[src/hw/rtl/wes_pkg.sv]
// Shared constants, configuration codes and inter-module structs for the
// wave equation stencil update block. No dependencies.
package wes_pkg;

  localparam int MAX_DIM     = 64;
  localparam int VALUE_WIDTH = 32;
  localparam int FRAC_BITS   = 16;

  // Fixed field widths of the register map and the result word.
  localparam int SIZE_W     = 7;
  localparam int COEF_W     = 18;
  localparam int POS_W      = 6;
  localparam int CFG_IDX_W  = 3;
  localparam int CFG_DATA_W = COEF_W;
  localparam int MIN_DIM    = 3;
  localparam int RESET_DIM  = 64;

  // Grid sizes and scan indices share one width wide enough for all uses.
  localparam int SZ_W   = $clog2(MAX_DIM + 1);
  localparam int DIM_W0 = (SZ_W > POS_W) ? SZ_W : POS_W;
  localparam int DIM_W  = (DIM_W0 > SIZE_W) ? DIM_W0 : SIZE_W;

  // One plane of values fits in each delay store.
  localparam int ADDR_W  = $clog2(MAX_DIM * MAX_DIM);
  localparam int DEPTH   = 2 ** ADDR_W;
  localparam int PLANE_W = $clog2(MAX_DIM * MAX_DIM + 1);

  // Arithmetic widths: second differences, weighted products and sums.
  localparam int DIFF_W = VALUE_WIDTH + 2;
  localparam int PROD_W = DIFF_W + COEF_W + 1;
  localparam int SUM_W  = PROD_W + 2;
  localparam int RES_W  = SUM_W + 1;
  localparam logic signed [RES_W-1:0] RES_MAX =
    {{(RES_W - VALUE_WIDTH + 1){1'b0}}, {(VALUE_WIDTH - 1){1'b1}}};
  localparam logic signed [RES_W-1:0] RES_MIN = ~RES_MAX;

  // Result buffer and the fixed distance from input accept to buffer write.
  localparam int FIFO_AW    = 3;
  localparam int FIFO_DEPTH = 2 ** FIFO_AW;
  localparam int PIPE_LAT   = 5;

  typedef enum logic [CFG_IDX_W-1:0] {
    REG_SIZE_I,
    REG_SIZE_J,
    REG_SIZE_K,
    REG_COEF_X,
    REG_COEF_Y,
    REG_COEF_Z
  } cfg_reg_t;

  typedef struct packed {
    logic [DIM_W-1:0]   si;
    logic [DIM_W-1:0]   sj;
    logic [DIM_W-1:0]   sk;
    logic [PLANE_W-1:0] plane;
    logic [COEF_W-1:0]  coef_x;
    logic [COEF_W-1:0]  coef_y;
    logic [COEF_W-1:0]  coef_z;
  } cfg_t;

  typedef struct packed {
    logic             inner;
    logic             last;
    logic [POS_W-1:0] pi;
    logic [POS_W-1:0] pj;
    logic [POS_W-1:0] pk;
  } meta_t;

  typedef struct packed {
    logic [VALUE_WIDTH-1:0] cur;
    logic [VALUE_WIDTH-1:0] c;
    logic [VALUE_WIDTH-1:0] xm;
    logic [VALUE_WIDTH-1:0] ym;
    logic [VALUE_WIDTH-1:0] yp;
    logic [VALUE_WIDTH-1:0] zm;
    logic [VALUE_WIDTH-1:0] zp;
    logic [VALUE_WIDTH-1:0] o;
  } taps_t;

  typedef struct packed {
    logic [VALUE_WIDTH-1:0] value;
    logic                   last;
    logic [POS_W-1:0]       pi;
    logic [POS_W-1:0]       pj;
    logic [POS_W-1:0]       pk;
  } res_t;

endpackage

[src/hw/rtl/wes_scan.sv]
// Scan position tracking: raster indices of the incoming word, inner-node
// test, coordinates of the node whose stencil completes, and store pointer.
// Depends on wes_pkg.
module wes_scan import wes_pkg::*; (
  input  logic              clk,
  input  logic              rst,
  input  logic              accept,
  input  logic              restart,
  input  cfg_t              cfg,
  output meta_t             meta,
  output logic [ADDR_W-1:0] wp
);

  logic [DIM_W-1:0] idx_i, idx_j, idx_k;
  logic [DIM_W-1:0] idx_i_next, idx_j_next, idx_k_next;
  logic [DIM_W-1:0] ci;
  logic             k_end, j_end, i_end;

  assign k_end = (idx_k == cfg.sk - DIM_W'(1));
  assign j_end = (idx_j == cfg.sj - DIM_W'(1));
  assign i_end = (idx_i == cfg.si - DIM_W'(1));

  always_comb begin
    idx_i_next = idx_i;
    idx_j_next = idx_j;
    idx_k_next = idx_k;
    if (accept) begin
      if (k_end) begin
        idx_k_next = '0;
        if (j_end) begin
          idx_j_next = '0;
          idx_i_next = i_end ? '0 : idx_i + DIM_W'(1);
        end else begin
          idx_j_next = idx_j + DIM_W'(1);
        end
      end else begin
        idx_k_next = idx_k + DIM_W'(1);
      end
    end
  end

  always_ff @(posedge clk) begin
    if (rst || restart) begin
      idx_i <= '0;
      idx_j <= '0;
      idx_k <= '0;
    end else begin
      idx_i <= idx_i_next;
      idx_j <= idx_j_next;
      idx_k <= idx_k_next;
    end
  end

  // The store pointer counts words and ignores restarts: tap distances are in
  // words, and a scan only ever looks back at words of its own.
  always_ff @(posedge clk) begin
    if (rst) begin
      wp <= '0;
    end else if (accept) begin
      wp <= wp + ADDR_W'(1);
    end
  end

  // The word at (i, j, k) completes the stencil centred one plane back.
  assign ci = idx_i - DIM_W'(1);

  always_comb begin
    meta.inner = (idx_i >= DIM_W'(2)) &&
                 (idx_j >= DIM_W'(1)) && (idx_j <= cfg.sj - DIM_W'(2)) &&
                 (idx_k >= DIM_W'(1)) && (idx_k <= cfg.sk - DIM_W'(2));
    meta.last  = (ci == cfg.si - DIM_W'(2)) && (idx_j == cfg.sj - DIM_W'(2)) &&
                 (idx_k == cfg.sk - DIM_W'(2));
    meta.pi    = ci[POS_W-1:0];
    meta.pj    = idx_j[POS_W-1:0];
    meta.pk    = idx_k[POS_W-1:0];
  end

  a_restart_origin: assert property (@(posedge clk) disable iff (rst)
    restart |=> (idx_i == '0 && idx_j == '0 && idx_k == '0))
    else $error("scan did not return to the origin after a size write");

endmodule

[config.mk]
export PLATFORM = sky130hd
export DESIGN_NAME = wes_scan
export DESIGN_NICKNAME = d
export VERILOG_FILES = /design/src/hw/rtl/wes_pkg.sv /design/src/hw/rtl/wes_scan.sv
export SDC_FILE = /design/constraint.sdc
export NUM_CORES = 1
export LEC_CHECK = 0
export ABC_CLOCK_PERIOD_IN_PS = 2300
export BUFFER_PORTS_ARGS = -buffer_cell sky130_fd_sc_hd__buf_2
export CAP_MARGIN = 0
export CORE_UTILIZATION = 44
export CTS_BUF_LIST = sky130_fd_sc_hd__clkbuf_8 sky130_fd_sc_hd__clkbuf_16
export CTS_CLUSTER_SIZE = 30
export DETAILED_ROUTE_END_ITERATION = 6
export PLACE_DENSITY = 0.76
export REMOVE_ABC_BUFFERS = 1
export SYNTH_ARGS = -nofsm -noshare
export SYNTH_HDL_FRONTEND = slang
export SYNTH_SLANG_ARGS = --single-unit
[constraint.sdc]
create_clock -name clk -period 2.3 [get_ports clk]
set_input_delay 0.115 -clock clk [delete_from_list [all_inputs] [get_ports clk]]
set_output_delay 0.115 -clock clk [all_outputs]
set_load 0.02 [all_outputs]
======== Word-level counts from Yosys, hierarchy flattened ========
Cells that the tools add are included.
Widths: inputs -> output; s select.
storage, ports and cells
  register bits ........................... 33
  input port bits ......................... 92
  output and inout bits ................... 32
operators by class
  $add $sub $neg .......................... 11
  order comparisons ....................... 5
  eq/ne operators ......................... 6
  muxes and demuxes ....................... 3
  reduce and logical (&&, ||, !) cells .... 9
operator list
  kind                   number
  $eq 7x7->1             6
  $sub 7x1->7 const B    4
  $add 7x1->7 const B    3
  $mux 7                 3
  $sub 7x2->7 const B    3
  $ge 7x1->1 const B     2
  $le 7x7->1             2
  $add 12x1->12 const B  1
  $ge 7x2->1 const B     1
  $logic_and 1x1->1      6
  $reduce_and 3->1       1
  $reduce_and 2->1       1
  $logic_or 1x1->1       1

======== Longest topological paths before layout ========
Gate-level depths: netlist of the first run.
  word-level depth ........................ 5
  gate-level depth with buffers ........... 10
  gate-level depth less buffers ........... 10

======== Least setup slack after synthesis of the first run ========
Ideal clock, no wire load.
  kind .................................... input port to output port
  start point ............................. input cfg[70] (netlist name)
  end point ............................... output meta[18] (netlist name)
  arrival ................................. 2.345 ns
  required time ........................... 2.185 ns
  path slack .............................. -0.160 ns
  cell stages on the path ................. 10
  cells stage by stage .................... buf_4 nor3_1 nand2_1 xor2_1 ha_1 and4_1 nand4_1 nor4_1 nand3_1 nor4_1
RTL lines
  element          RTL line        text
  start, declared  wes_scan.sv:9   input cfg_t cfg,
  end, declared    wes_scan.sv:10  output meta_t meta,

==> metrics.cfg, run 1 <==
[run_status]
status = finished clean

[clocking]
clk_pin_slew_ns = 0.06
root_buffer = clkbuf_8
clkLatencyLatePin_ns = 0.28
cts.sinks = 33
h-tree-depth = 2
cts.path.max_buffers = 2
cts_tree = yes
cts-hold-fix-buffers = 0
cts_inserted_buffers = 5

[worst_setup_path]
crit_path_end_kind = output pin
crit_path_start_kind = primary input
startpoint = cfg[68]
r2r_slack_ns = 0.13
timing.rr.start = idx_k[0]
critPathKind = in2out
worstPathMaxFanout = 3
reg2reg_depth = 9
rr_endpoint = idx_i[4]
arrival_ns = 2.15
cp-endpoint = meta[18]
critPathRequiredTime_ns = 2.18

[synth]
synth_top_area_cell = dfxtp_1
synth_most_common_cell = nor2_1
ys_seq_area_share_pct = 23.05
synth_area_leaders = dfxtp_1 23%, ha_1 13%, xnor2_1 10%
synth_edf_count = 0
synthTopCellsByCount = 42 x nor2_1, 33 x dfxtp_1, 33 x xnor2_1
synth.distinct_cells = 42
postSynthAreaPerCell_um2 = 7.919
netlist.area_leader.share_pct = 23.05
ys_ff_latch = 33
synth_ff_type = dfxtp_1
syn_inst = 362
ys_warn_count = 0
async_reset_ff_share_pct = 0
synthesis.area_mm2 = 0.002866

[place]
place_inst = 510
io_buffers = 56
finalWeightedCongestion = 0.8061
hpwl_mm = 5.451
pre_cts_ws_ns = -0.3019
dpl_cell_area_mm2 = 0.003392

[timing]
setup_viol = 0
max_slew_margin_pct = 68.31
report.final.hold_viol_count = 0
timing.final.ws_setup_ns = 0.03110
period_share_pct = 98.65
rsz0062_at_grt = yes
setup_tns_ns = 0
finalClockSkew_ns = 0.003040
max_slew.worst_pin.slew_ns = 0.4754
fin_crit_ns = 2.269
slew_viol_final = 0
max_freq_mhz = 440.7

[power_and_ir_drop]
p_leak_nw = 1.630
power.density_mw_per_mm2 = 354.1
p_int_mw = 0.9462
pwr-share-clk_pct = 33.2
irDropWorstVdd_mv = 0.3369
swShare_pct = 27.04
switchingPower_mw = 0.3506
combPwrFrac_pct = 22.2
seqPwrFrac_pct = 44.6

[global_routing]
track_usage_pct = 20.98
grt_pass1_wl_mm = 11.06
antenna_found_initial = 0
grt_overflow = 0
grt_max_degree = 15
grt_pass1_vias = 2588

[cells_and_area]
area_growth_pct = 27.76
drive_above_1_share_pct = 30.34
fin_nets = 567
fillers = 577
multi_input_area_mm2 = 0.002097
fin_area_mm2 = 0.003662
antenna_cells = 0
utilization_pct = 58.01
regArea_um2 = 678.2
finalNonFillerCells = 522

[die]
rows = 29
fp.dieH_um = 82.72
die_w_um = 82.72
die_area_mm2 = 0.006842
io-pin-count = 124
core-area_mm2 = 0.006314
initial_core_util_pct = 45.40

[min_path]
hp-class = in2reg

[job]
cap_violations = 0

[detailed_routing]
drtIter0Drc = 68
drt_wl_total_mm = 6.948
wire_per_inst_um = 13.31
drt_first_pass_iters = 4
drc_errors = 0
vias_per_cell = 5.257
vias = 2744
ant_nets = 0

[cell usage in the layout (no fill, tap or decap), drive strengths merged, types with 10 or more instances in the layout]
cell	n
a21oi	12
buf	99
dfxtp	33
ha	30
inv	19
nand2	30
nand3	10
nor2	42
o21ai	16
xnor2	33
xor2	32
[per-layer routing]
metal / up-vias / global-route usage (%) / wire [µm]
li1: 1396 / - / -
met1: 1289 / 24.11 / 3126
met2: 51 / 38.20 / 3473
met3: 8 / 4.835 / 277
met4: 0 / 6.207 / 70
met5: - / 0 / 0
[state kept, by name, summed over array words and instances, names as in the netlist]
name   count
idx_k      7
idx_j      7
idx_i      7
wp        12
[per-stage QoR]
stage	total power, mW	hold slack, ns
finish	1.297	0.1507
global route	1.387	0.1492
CTS	1.294	0.1566
detailed placement	0.8551	0.4503
global placement	0.8466	0.4474
floorplan	0.7447	0.1841
[worst max-delay path, cell delays in order]
cell,delay [ns]
buf_6,0.10
inv_4,0.04
ha_4,0.16
nor3b_2,0.15
buf_4,0.14
xnor2_1,0.13
ha_1,0.30
nand4_1,0.15
nor4_2,0.31
nand3_1,0.11
nor4_1,0.24
buf_2,0.21
[final cells by class]
class / count / area share, %
Timing Repair Buffer: 99 / 17.32
Tap cell: 77 / 2.631
Clock buffer: 6 / 2.255
Sequential cell: 33 / 18.52
Inverter: 18 / 1.913
Clock inverter: 1 / 0.1025
Multi-Input combinational cell: 288 / 57.26
[worst min path at each step]
stage	depth (start not counted)	from	slack (ns)	to
2_1_floorplan	1	rst	0.18	wp[5]
3_3_place_gp	4	restart	0.45	idx_i[1]
3_5_place_dp	2	rst	0.45	wp[2]
4_1_cts	4	restart	0.16	idx_i[1]
5_1_grt	4	restart	0.15	idx_i[1]
6_report	4	restart	0.15	idx_i[1]
[power groups by stage]
| stage | combinational (mW) | sequential [mW] | clock [mW] |
|---|---|---|---|
| 2_1_floorplan | 0.142 | 0.603 | 0 |
| 3_3_place_gp | 0.252 | 0.595 | 0 |
| 3_5_place_dp | 0.260 | 0.595 | 0 |
| 4_1_cts | 0.265 | 0.582 | 0.446 |
| 5_1_grt | 0.319 | 0.579 | 0.489 |
| 6_report | 0.287 | 0.579 | 0.430 |
[timing repair]
action	4_1_cts	5_1_grt
resized for setup	7	42
buffers inserted	1	4
endpoints found under the setup margin	2	8
pin swaps	4	21
[cell families (layout without fill, tap and decap cells)]
logic type               after synthesis  in the layout  synth area share [%]
XOR/XNOR                              65             65                 19.86
AO/OA/AOI/OAI                         45             45                 9.473
AND/OR/NAND/NOR                      145            145                 26.36
adder cells (fa/ha/maj)               30             30                 13.09
multiplexers                           3              3                 1.048
buffers and inverters                 41            124                 7.114
flip-flops                            33             33                 23.05
Note: power is estimated with default switching activity, not from simulation.
==> run 2, diff against run 1 <==
--- a/config.mk
+++ b/config.mk
@@ -5,14 +5,14 @@
 export SDC_FILE = /design/constraint.sdc
 export NUM_CORES = 1
 export LEC_CHECK = 0
-export ABC_CLOCK_PERIOD_IN_PS = 2300
+export ABC_CLOCK_PERIOD_IN_PS = 2130
 export BUFFER_PORTS_ARGS = -buffer_cell sky130_fd_sc_hd__buf_2
 export CAP_MARGIN = 0
-export CORE_UTILIZATION = 44
+export CORE_UTILIZATION = 49
 export CTS_BUF_LIST = sky130_fd_sc_hd__clkbuf_8 sky130_fd_sc_hd__clkbuf_16
 export CTS_CLUSTER_SIZE = 30
 export DETAILED_ROUTE_END_ITERATION = 6
-export PLACE_DENSITY = 0.76
+export PLACE_DENSITY = 0.8
 export REMOVE_ABC_BUFFERS = 1
 export SYNTH_ARGS = -nofsm -noshare
 export SYNTH_HDL_FRONTEND = slang
==> constraint.sdc (replaced) <==
create_clock -name clk -period 2.13 [get_ports clk]
set_input_delay 0.1065 -clock clk [delete_from_list [all_inputs] [get_ports clk]]
set_output_delay 0.1065 -clock clk [all_outputs]
set_load 0.005 [all_outputs]
==> run 2 against run 1 <==
  * The flow now finishes with violations (negative setup slack)
  * First-iteration DRC count up 38%
  * Setup slack got worse by 0.24 ns
  * Via count is 2.4% higher
  * Power rose by 20%
  * Die area is 10% lower
  * Utilization rose by 9.9 points
  * Hold slack improved by 0.00055 ns
  * Cell area increased by 3.3%
  * Routed wire length rose by 7.3%
  * Sequential power grew 8.5%
  * Final cell count up 0.57%
  * Combinational power rose by 13%
  * Critical endpoint unchanged
==> metrics.cfg, run 2 (synthesized netlist as in run 1, its figures left out) <==
[cells_and_area]
regArea_um2 = 670.6  ; -1.1%
final_cell_mix = 54 x buf_2, 49 x buf_4, 42 x nor2_1
drive_above_1_share_pct = 33.55  ; +3.2 points
layout_commonest_cell = buf_2
area_growth_pct = 32.04
top_register = wp
fin_nets = 574  ; +1.2%
finalNonFillerCells = 525  ; +0.57%
fillers = 438  ; -24%
antenna_cells = 0  ; unchanged
fin_area_mm2 = 0.003785  ; +3.3%
multi_input_area_mm2 = 0.002165  ; +3.2%
largest_reg_flops = 12  ; unchanged

[detailed_routing]
ant_nets = 0  ; unchanged
drt_wl_total_mm = 7.456  ; +7.3%
wire_per_inst_um = 14.20  ; +6.7%
drtIter0Drc = 94  ; +38%
drt_first_pass_iters = 4  ; unchanged
vias_per_cell = 5.354  ; +1.9%
vias = 2811  ; +2.4%
drc_errors = 0  ; unchanged

[timing]
max_slew_margin_pct = 73.47  ; +5.2 points
finalClockSkew_ns = 0.007120  ; +0.004080 ns
rsz0062_at_grt = yes
max_slew.worst_pin.slew_ns = 0.3974  ; -0.07802 ns
report.final.hold_viol_count = 0  ; unchanged
hold_ws_ns = 0.1513  ; +0.0005470 ns
period_share_pct = 109.7
slew_viol_final = 0  ; unchanged
timing.final.ws_setup_ns = -0.2070  ; -0.2381 ns
setup_viol = 2  ; +2
max_freq_mhz = 427.9
fin_crit_ns = 2.337

[clocking]
h-tree-depth = 2  ; unchanged
cts_inserted_buffers = 5  ; unchanged
cts-hold-fix-buffers = 0  ; unchanged
clk_pin_slew_ns = 0.07  ; about the same
cts.path.max_buffers = 2  ; unchanged
clkLatencyLatePin_ns = 0.28  ; about the same
cts_tree = yes
root_buffer = clkbuf_8
cts.sinks = 33  ; unchanged

[die]
die_area_mm2 = 0.006160  ; -10%
io-pin-count = 124  ; unchanged
core-area_mm2 = 0.005574  ; -12%
initial_core_util_pct = 51.43  ; +6.0 points
fp.dieH_um = 78.49  ; -5.1%
die_w_um = 78.49  ; -5.1%
rows = 27  ; -6.9%

[place]
place_inst = 514  ; +0.78%
finalWeightedCongestion = 0.8650  ; +7.3%
dpl_cell_area_mm2 = 0.003453  ; +1.8%
io_buffers = 56  ; unchanged
hpwl_mm = 5.368  ; -1.5%

[global_routing]
antenna_found_initial = 0  ; unchanged
grt_max_degree = 15  ; unchanged
grt_pass1_wl_mm = 11.69  ; +5.7%
grt_pass1_vias = 2705  ; +4.5%
track_usage_pct = 23.66  ; +2.7 points
grt_overflow = 0  ; unchanged

[min_path]
hold_depth = 2  ; -2
hp-class = in2reg

[worst_setup_path]
crit_path_start_kind = register
worstPathMaxFanout = 6  ; +3
critPathRequiredTime_ns = 2.02  ; -0.16 ns
arrival_ns = 2.23  ; +0.08 ns
reg2reg_depth = 9  ; unchanged
crit_path_end_kind = output pin
critPathKind = reg2out

[job]
cap_violations = 0  ; unchanged

[run_status]
violations = negative setup slack
status = finished, violations left

[power_and_ir_drop]
irDropWorstVdd_mv = 0.5096  ; +51%
p_leak_nw = 1.691  ; +3.7%
power.density_mw_per_mm2 = 410.8  ; +16%

## run 2: changes by cell type in the layout (fill, tap and decap cells not counted), sizes merged
| cell | change |
|---|---|
| buf | +7 |
| bufinv | +1 |
## run 2: power breakdown
| group | internal (mW) | switching [mW] | total [mW] |
|---|---|---|---|
| Combinational | 0.162 | 0.162 | 0.324 |
| Sequential | 0.622 | 0.00584 | 0.628 |
| Clock | 0.376 | 0.226 | 0.602 |
| Total | 1.16 | 0.394 | 1.55 |
## run 2: metal layers
layer / GRT usage (%) / share of wire, % / routed length [µm] / up-vias
met2: 43.07 / 51 / 3771 / 67
met5: 0 / 0 / 0 / -
li1: - / - / - / 1404
met3: 3.837 / 3.9 / 289 / 17
met1: 28.15 / 43 / 3226 / 1323
met4: 7.222 / 2.3 / 170 / 0
## run 2: metrics by stage
step                      power [mW]  setup TNS (ns)  util (%)  worst slack, ns
after detailed placement      0.9280          -2.514     61.95          -0.3447
after global routing           1.621         -0.5315     67.90          -0.3133
final                          1.555         -0.3308     67.90          -0.2070
after CTS                      1.541         -0.1375     65.39          -0.1094
after floorplan               0.7974         -0.5057         -          -0.1453
after global placement        0.9160          -1.802     61.95          -0.2612
## run 2: area by class of cell
cell class,instances,area share (%)
multi-input cells,288,57.19
well taps,72,2.380
inverters,18,1.785
clock inverters,2,0.8926
flip-flops and latches,33,17.72
clock buffers,6,2.182
repair buffers,106,17.85
## run 2: path summary, 6_finish.rpt
check,from,endpoint,slack [ns]
hold reg to reg,idx_i[0],idx_i[0],0.46
hold / removal,rst,wp[0],0.15
setup reg to reg,idx_k[0],idx_i[6],0.14
setup / recovery,idx_j[2],meta[18],-0.21
## run 2: critical path, stage by stage (launching register included)
cell,delay (ns)
dfxtp_2,0.36
ha_1,0.32
and4_1,0.25
nand4_1,0.18
nor4_2,0.39
nand3_1,0.15
nor4_2,0.14
buf_2,0.15
## run 2: timing repair
action	4_1_cts	5_1_grt
setup buffers	1	2
setup endpoints to repair	16	21
gates cloned	0	0
resized for setup	21	30
pin swaps	12	21
==> run 3, diff against run 2 <==
--- a/config.mk
+++ b/config.mk
@@ -12,7 +12,8 @@
 export CTS_BUF_LIST = sky130_fd_sc_hd__clkbuf_8 sky130_fd_sc_hd__clkbuf_16
 export CTS_CLUSTER_SIZE = 30
 export DETAILED_ROUTE_END_ITERATION = 6
-export PLACE_DENSITY = 0.8
+export GPL_ROUTABILITY_DRIVEN = 0
+export PLACE_DENSITY = 0.82
 export REMOVE_ABC_BUFFERS = 1
 export SYNTH_ARGS = -nofsm -noshare
 export SYNTH_HDL_FRONTEND = slang
==> run 3 against run 2 <==
  * The run still ends with negative setup slack left
  * Routed wire length rose by 1.6%
  * Critical path type is now in2out
  * Utilization down 0.38 points
  * Non-clock buffer count decreased by 1
  * Clock power shrank 14%
  * Die area stayed put
  * Critical path depth up 4
==> metrics.cfg, run 3 (synthesized netlist as in run 1, its figures left out) <==
[detailed_routing]
drt_wl_total_mm = 7.575  ; +1.6%
wl_met3_um = 401  ; +39%
ant_nets = 0  ; unchanged
drt_first_pass_iters = 4  ; unchanged
dr.max_layer_used = met4
drtIter0Drc = 109  ; +16%
met2_length_mm = 3.670  ; -2.7%
vias = 2843  ; +1.1%
drc_errors = 0  ; unchanged
wl_met1_mm = 3.192  ; -1.1%
wire_per_inst_um = 14.46  ; +1.8%
vias_per_cell = 5.426  ; +1.3%

[run_status]
violations = negative setup slack
status = finished, violations left

[timing]
slew_viol_final = 0  ; unchanged
max_freq_mhz = 435.1  ; +1.7%
setup_viol = 2  ; unchanged
fin_crit_ns = 2.298  ; -0.03872 ns
max_slew.worst_pin.slew_ns = 0.3733  ; -0.02408 ns
hold_ws_ns = 0.1547  ; +0.003477 ns
period_share_pct = 107.9  ; -1.8 points
setup_tns_ns = -0.2371  ; +0.09370 ns
report.final.hold_viol_count = 0  ; unchanged
max_slew_margin_pct = 75.08  ; +1.6 points
finalClockSkew_ns = 0.003109  ; -0.004010 ns
rsz0062_at_grt = yes
timing.final.ws_setup_ns = -0.1683  ; +0.03873 ns

[cells_and_area]
top_register = wp
final_cell_mix = 54 x buf_2, 49 x buf_4, 42 x nor2_1
largest_reg_flops = 12  ; unchanged
fin_nets = 573  ; -0.17%
fin_area_mm2 = 0.003764  ; -0.56%
finalNonFillerCells = 524  ; -0.19%
utilization_pct = 67.52  ; -0.38 points
drive_above_1_share_pct = 33.19  ; -0.37 points
layout_commonest_cell = buf_2
area_growth_pct = 31.30
antenna_cells = 0  ; unchanged

[worst_setup_path]
worstPathMaxFanout = 2  ; -4
r2r_slack_ns = 0.12  ; -0.02 ns
critical_path.top_delay_family = simple AND/OR/NAND/NOR gates
arrival_ns = 2.19  ; -0.04 ns
critPathRequiredTime_ns = 2.02  ; about the same
cp_num_buf_inv = 2  ; +1
max_stage_delay_ns = 0.33  ; -0.06 ns
crit_path_end_kind = output pin
slowest_stage = ha_1
crit_path_start_kind = primary input
worstPathCellList = buf_2 -> nor2_1 -> nand2_1 -> xor2_1 -> ha_1 -> and4_1 -> nand4_1 -> nor4_2 -> nand3_1 -> nor4_2 -> buf_2
critPathKind = in2out

[clocking]
root_buffer = clkbuf_8
h-tree-depth = 2  ; unchanged
cts_tree = yes
cts.path.max_buffers = 2  ; unchanged
clk_pin_slew_ns = 0.06  ; about the same
clkLatencyLatePin_ns = 0.28  ; about the same
cts.sinks = 33  ; unchanged
cts-hold-fix-buffers = 0  ; unchanged
cts_inserted_buffers = 5  ; unchanged

[power_and_ir_drop]
p_leak_nw = 1.670  ; -1.2%
seqPwrFrac_pct = 42.6  ; +2.2 points
irDropWorstVdd_mv = 0.6174  ; +21%
switchingPower_mw = 0.3964  ; +0.68%
combPwrFrac_pct = 22.4  ; +1.5 points
swShare_pct = 26.90  ; +1.6 points
p_total_mw = 1.473  ; -5.2%
pwr-share-clk_pct = 35.0  ; -3.7 points
power.density_mw_per_mm2 = 391.5  ; -4.7%
p_int_mw = 1.077  ; -7.2%

[min_path]
hp-class = in2reg

[global_routing]
grt_overflow = 0  ; unchanged
track_usage_pct = 23.85  ; +0.19 points
grt_max_degree = 15  ; unchanged
grt_pass1_vias = 2746  ; +1.5%
antenna_found_initial = 0  ; unchanged
grt_pass1_wl_mm = 11.90  ; +1.8%

[place]
hpwl_mm = 5.506  ; +2.6%
dpl_cell_area_mm2 = 0.003446  ; -0.22%
io_buffers = 56  ; unchanged
place_inst = 513  ; -0.19%
pre_cts_ws_ns = -0.3369  ; +0.007789 ns

[die]
initial_core_util_pct = 51.43  ; unchanged
rows = 27  ; unchanged
core-area_mm2 = 0.005574  ; unchanged
io-pin-count = 124  ; unchanged
fp.dieH_um = 78.49  ; unchanged
die_w_um = 78.49  ; unchanged
die_area_mm2 = 0.006160  ; unchanged

[job]
cap_violations = 0  ; unchanged

==> run 3: area by class of cell <==
type	instances	area (µm²)
well taps	72	90.09
clock buffers	7	96.34
inverters	18	67.56
repair buffers	105	664.4
fillers	436	1810
flip-flops and latches	33	671.9
multi-input cells	288	2168
clock inverters	1	5.005
==> run 3: what timing repair did <==
action | 4_1_cts | 5_1_grt
gates resized for setup | 15 | 31
setup buffers | 2 | 1
endpoints found under the setup margin | 9 | 10
pin swaps | 5 | 13
==> run 3: path summary, 6_finish.rpt <==
| check | start | end | cells after the start |
|---|---|---|---|
| setup / recovery | cfg[71] | meta[18] | 11 |
| hold / removal | restart | idx_j[1] | 3 |
| setup reg to reg | idx_k[0] | idx_i[5] | 10 |
| hold reg to reg | idx_i[0] | idx_i[0] | 1 |
==> run 3: layer usage <==
metal  vias up  track usage, %
met3        33           4.535
li1       1396               -
met2        95           42.28
met5         -               0
met1      1319           29.20
met4         0           6.481
==> run 3: worst min-delay path: stages <==
cell,delay [ns]
buf_2,0.08
or2_2,0.15
nor2_1,0.05
==> run 3: power groups by stage <==
| stage | logic, mW | registers, mW | clock network, mW |
|---|---|---|---|
| final | 0.330 | 0.628 | 0.515 |
| after global routing | 0.361 | 0.628 | 0.559 |
| after CTS | 0.298 | 0.628 | 0.525 |
| after detailed placement | 0.286 | 0.643 | 0 |
| after global placement | 0.272 | 0.643 | 0 |
| after floorplan | 0.153 | 0.645 | 0 |
